===== src/design/sbf_pkg.sv =====
// ----------------------------------------------------------------------------
// Store buffer package
// Shared types, operation codes and result codes for the store buffer.
// ----------------------------------------------------------------------------
`default_nettype none

package sbf_pkg;

  // Operation codes carried with each input beat.
  localparam logic [2:0] ACT_ADD     = 3'd0;
  localparam logic [2:0] ACT_FORWARD = 3'd1;
  localparam logic [2:0] ACT_RETIRE  = 3'd2;
  localparam logic [2:0] ACT_FLUSH_Y = 3'd3;
  localparam logic [2:0] ACT_FLUSH_A = 3'd4;

  // Result codes.
  localparam logic [2:0] ST_OK      = 3'd0;
  localparam logic [2:0] ST_FULL    = 3'd1;
  localparam logic [2:0] ST_PARTIAL = 3'd2;
  localparam logic [2:0] ST_BLOCKED = 3'd3;
  localparam logic [2:0] ST_BUFFULL = 3'd4;

  // Width of one stored entry: id, address, data and byte count.
  localparam int unsigned ENTRY_W = 64 + 64 + 64 + 4;

  // Commands from the controller to the datapath.
  typedef struct packed {
    logic load;
    logic issue;
    logic finish;
  } sbf_cmd_t;

  // Status from the datapath to the controller.
  typedef struct packed {
    logic out_busy;
  } sbf_stat_t;

endpackage

`default_nettype wire


===== src/design/sbf_ctrl.sv =====
// ----------------------------------------------------------------------------
// Store buffer controller
// Sequences one operation: a scan over every entry, a pipeline drain, and a
// final commit that writes back state and loads the result register.
// ----------------------------------------------------------------------------
`default_nettype none

module sbf_ctrl
  import sbf_pkg::*;
#(
  parameter int unsigned ENTRIES = 16
) (
  input  wire logic      clk,
  input  wire logic      rst,
  input  wire logic      s_tvalid,
  output logic           s_tready,
  input  wire sbf_stat_t stat,
  output sbf_cmd_t       cmd
);

  localparam int unsigned IW = $clog2(ENTRIES);

  localparam logic [1:0] S_IDLE   = 2'd0;
  localparam logic [1:0] S_SCAN   = 2'd1;
  localparam logic [1:0] S_DRAIN  = 2'd2;
  localparam logic [1:0] S_FINISH = 2'd3;

  logic [1:0]    state;
  logic [1:0]    state_next;
  logic [IW-1:0] cnt;
  logic [IW-1:0] cnt_next;

  // Next state and commands.
  always_comb begin
    state_next = state;
    cnt_next   = cnt;
    cmd        = '0;
    s_tready   = 1'b0;
    unique case (state)
      S_IDLE: begin
        s_tready = 1'b1;
        if (s_tvalid) begin
          cmd.load   = 1'b1;
          cnt_next   = '0;
          state_next = S_SCAN;
        end
      end
      S_SCAN: begin
        cmd.issue = 1'b1;
        if (cnt == IW'(ENTRIES - 1)) begin
          cnt_next   = '0;
          state_next = S_DRAIN;
        end else begin
          cnt_next = cnt + 1'b1;
        end
      end
      S_DRAIN: begin
        // The drain lets the last read pass the compare and merge stages.
        if (cnt[0]) begin
          state_next = S_FINISH;
        end
        cnt_next = cnt + 1'b1;
      end
      S_FINISH: begin
        if (!stat.out_busy) begin
          cmd.finish = 1'b1;
          state_next = S_IDLE;
        end
      end
      default: begin
        state_next = S_IDLE;
      end
    endcase
  end

  // State registers.
  always_ff @(posedge clk) begin
    if (rst) begin
      state <= S_IDLE;
      cnt   <= '0;
    end else begin
      state <= state_next;
      cnt   <= cnt_next;
    end
  end

  // A commit is never issued over a result that is still waiting.
  a_no_overwrite: assert property (@(posedge clk) disable iff (rst)
    cmd.finish |-> !stat.out_busy)
    else $error("commit while result pending");

  // A new operation starts only after the previous one committed.
  a_load_after_finish: assert property (@(posedge clk) disable iff (rst)
    cmd.load |-> state == S_IDLE && !cmd.issue)
    else $error("load outside idle");

  // The scan always runs into the drain.
  a_scan_to_drain: assert property (@(posedge clk) disable iff (rst)
    state == S_SCAN && cnt == IW'(ENTRIES - 1) |=> state == S_DRAIN)
    else $error("scan did not end in drain");

endmodule

`default_nettype wire


===== config.mk =====
export PLATFORM = sky130hd
export DESIGN_NAME = sbf_ctrl
export DESIGN_NICKNAME = d
export VERILOG_FILES = /design/src/design/sbf_pkg.sv /design/src/design/sbf_ctrl.sv
export SDC_FILE = /design/constraint.sdc
export NUM_CORES = 1
export LEC_CHECK = 0
export BUFFER_PORTS_ARGS = -buffer_cell sky130_fd_sc_hd__buf_4
export CORE_AREA = 2 2 39 41
export CTS_CLUSTER_SIZE = 20
export DETAILED_ROUTE_END_ITERATION = 8
export DIE_AREA = 0 0 41 43
export PLACE_DENSITY = 0.57
export SYNTH_ARGS = -nofsm -noshare
export SYNTH_HDL_FRONTEND = slang
export SYNTH_SLANG_ARGS = --single-unit

===== constraint.sdc =====
create_clock -name clk -period 2.1 [get_ports clk]
set_clock_uncertainty 0.05 [all_clocks]
set_input_delay 0.21 -clock clk [delete_from_list [all_inputs] [get_ports clk]]
set_output_delay 0.21 -clock clk [all_outputs]
set_load 0.01 [all_outputs]

==> results.md <==
* Netlist cell types at 21
* Reg-to-Reg End: cnt[2]
* Crit path time final at around 1700 ps
* Reg2Reg Depth at 5
* Worst-path fanout max at 4
* Peak supply drop at 482.5 uV
* Post-DP HPWL at around 620 um
* Global-route usage over all layers at a little over a tenth
* Die height at 43 um
* Root buffer cell: clkbuf_4
* Setup ws final at between 300 and 400 ps
* Initial Util at 30.65%
* Clk buf depth at 2
* Synth top area cells: dfxtp_1 28%, ha_1 18%, nor2_1 7.1%
* Nets at a little under 70
* Count of state elements after synthesis at 6
* I/O pin cnt at 8
* CTS H-tree lvls at 1
* DRT Pass-1 Iters at 2
* Setup TNS at 0 ps
* Worst Setup SP: state[0]
* Slew HR at 75.05%
* Reg power frac at around a quarter
* Combinational group share of total power at 58.4%
* Mapped Nets at 56
* Internal power at about 380 uW
* Fin crit share at 82.09%
* Commonest cells after routing, fill and taps aside: 8 x nor2_1, 7 x buf_4, 6 x ha_1, 6 x dfxtp_1
* Final Hold Fails at 0
* Clock buffer count from CTS at 3
* First-pass GRT wire length at 1221 um
* Vias at 349
* Ys async rst share at 0%
* Die area at 1763 um^2
* Pleak at roughly 0.00022 uW
* Pwr dens at ~1200 nW/um^2
* F_max at 580.1 MHz
* Least-Margin Pin Slew at about 370 ps
* RSZ-0062 raised after global routing: no
* Post-CTS resize count at 0
* Final setup fails at 0
* Routed len/inst at 10.25 um
* Port Buffers at 7
* FP Rows at 14
* R2R Path Start: state[0]
* Initial antenna violation count at 0
* Synth top area share at 28.32%
* DR vias/cell at about 4.8
* Clock slew seen by the registers of the worst setup and hold paths at around 50 ps
* TritonCTS clock tree: done
* Net switching power at 265.2 uW
* Maximum number of pins on one net before global-route repair at 7
* Worst hold path type: primary input to flip-flop
* Vias in the first global route at 315
* Syn_area_per_cell at just over 9 um^2
* Core Util, Final at 37.52%
* Post-DRT Antenna Nets at 0
* CP endpoint kind: flip-flop
* Final slew viol count at 0
* GR Overflow Total at 0
* Startpoint types: flip-flop
* N_diodes at 0
* Switch share at 40.93%
* Area post-placement at 496.7 um^2
* Post-synth EDFFs at 0
* Drc violations at 0
* Synth-to-layout area growth at 22.42%
* Die span in x at 41 um
* Most common cell after layout, fill and taps aside: nor2_1
* Most used flip-flop cell after synthesis: dfxtp_1
* Synth Cell Area at roughly 420 um^2
* Post-synth top area cell: dfxtp_1
* Critical path arrival at 1850 ps
* Core footprint at about 1400 um^2
* Share of the yosys chip area belonging to registers at 28.32%
* Gate Count Post-Synth at 46
* Cts hold-fix bufs at 0
* Final instance area at 519.2 um^2
* R2R setup slack at about 380 ps
* Syn. warnings at 0
* CTS Sinks at 6
* Worst-Skew Late Latency at 240 ps
* Place WS at 359.4 ps
* Kind of critical path: flip-flop to flip-flop
* Drt initial violations at 10
* Clock power frac at 16.3%
* Critical Path End: cnt[2]
* Number of max-cap violations at 0
* WL final at 738 um
* Post-CTS setup buffer count at 0
* Outcome: complete, no violations
* GP Congestion at 0.8190
* Required @ worst endpoint at 2230 ps
* Share of layout cells above drive strength 1 at 26.79%
-- metal layers --
layer	up-vias	routed length (um)	track usage [%]
met5	-	0	0
met4	0	0	4.000
met3	0	33	6.283
met2	7	409	16.56
met1	161	295	11.33
li1	181	-	-
-- how the worst min path moves through the flow --
stage | startpoint | endpoint | cells past startpoint
after floorplan | rst | cnt[2] | 1
after global placement | rst | cnt[2] | 2
after detailed placement | rst | cnt[2] | 2
after CTS | rst | cnt[3] | 2
after global routing | rst | cnt[3] | 2
final | rst | cnt[3] | 2
-- power groups by stage --
stage	sequential [uW]	clock, uW	combinational, uW
5_1_grt	170	122	418
3_3_place_gp	167	0	384
6_report	164	105	379
4_1_cts	165	110	385
3_5_place_dp	168	0	384
2_1_floorplan	159	0	288
-- worst max-delay path: stages (launching register included) --
cell,delay [ps]
dfxtp_1,380
inv_1,100
ha_1,360
o21ai_0,140
or4b_1,480
a21oi_1,140
-- layout make-up --
type / instances / area, um^2
Fill cell: 141 / 864.6
Tap cell: 16 / 20.02
Multi-Input combinational cell: 37 / 292.8
Sequential cell: 6 / 120.1
Clock buffer: 3 / 22.52
Timing Repair Buffer: 7 / 52.55
Inverter: 3 / 11.26
-- cells in the mapped netlist (2+ instances only) --
cell and count:
nand3_1 2, inv_1 3, nor2_1 8, mux2i_1 2
ha_1 6, nor2b_1 3, o21ai_0 2, dfxtp_1 6
nand2_1 2
-- state kept, by name (all words and copies together), names as in the netlist --
register	flops
cnt	4
state	2
-- logic make-up (layout without fill, tap and decap cells) --
| family | after synthesis | count (layout) | share of synthesized area (%) |
|---|---|---|---|
| AO/OA/AOI/OAI | 8 | 8 | 17.11 |
| buffers and inverters | 3 | 13 | 2.655 |
| AND/OR/NAND/NOR | 21 | 21 | 29.50 |
| flip-flops | 6 | 6 | 28.32 |
| adder cells (fa/ha/maj) | 6 | 6 | 17.70 |
| multiplexers | 2 | 2 | 4.720 |
-- per-stage QoR --
stage                     instances  hold WS (ps)  power (uW)
after CTS                        72         113.2       660.1
final                            72         116.3       647.9
after global routing             72         102.8       709.5
after detailed placement         69         372.7       552.1
after global placement           69         374.2       551.0
after floorplan                  46         229.1       447.4
Note: power is estimated with default switching activity, not from simulation.
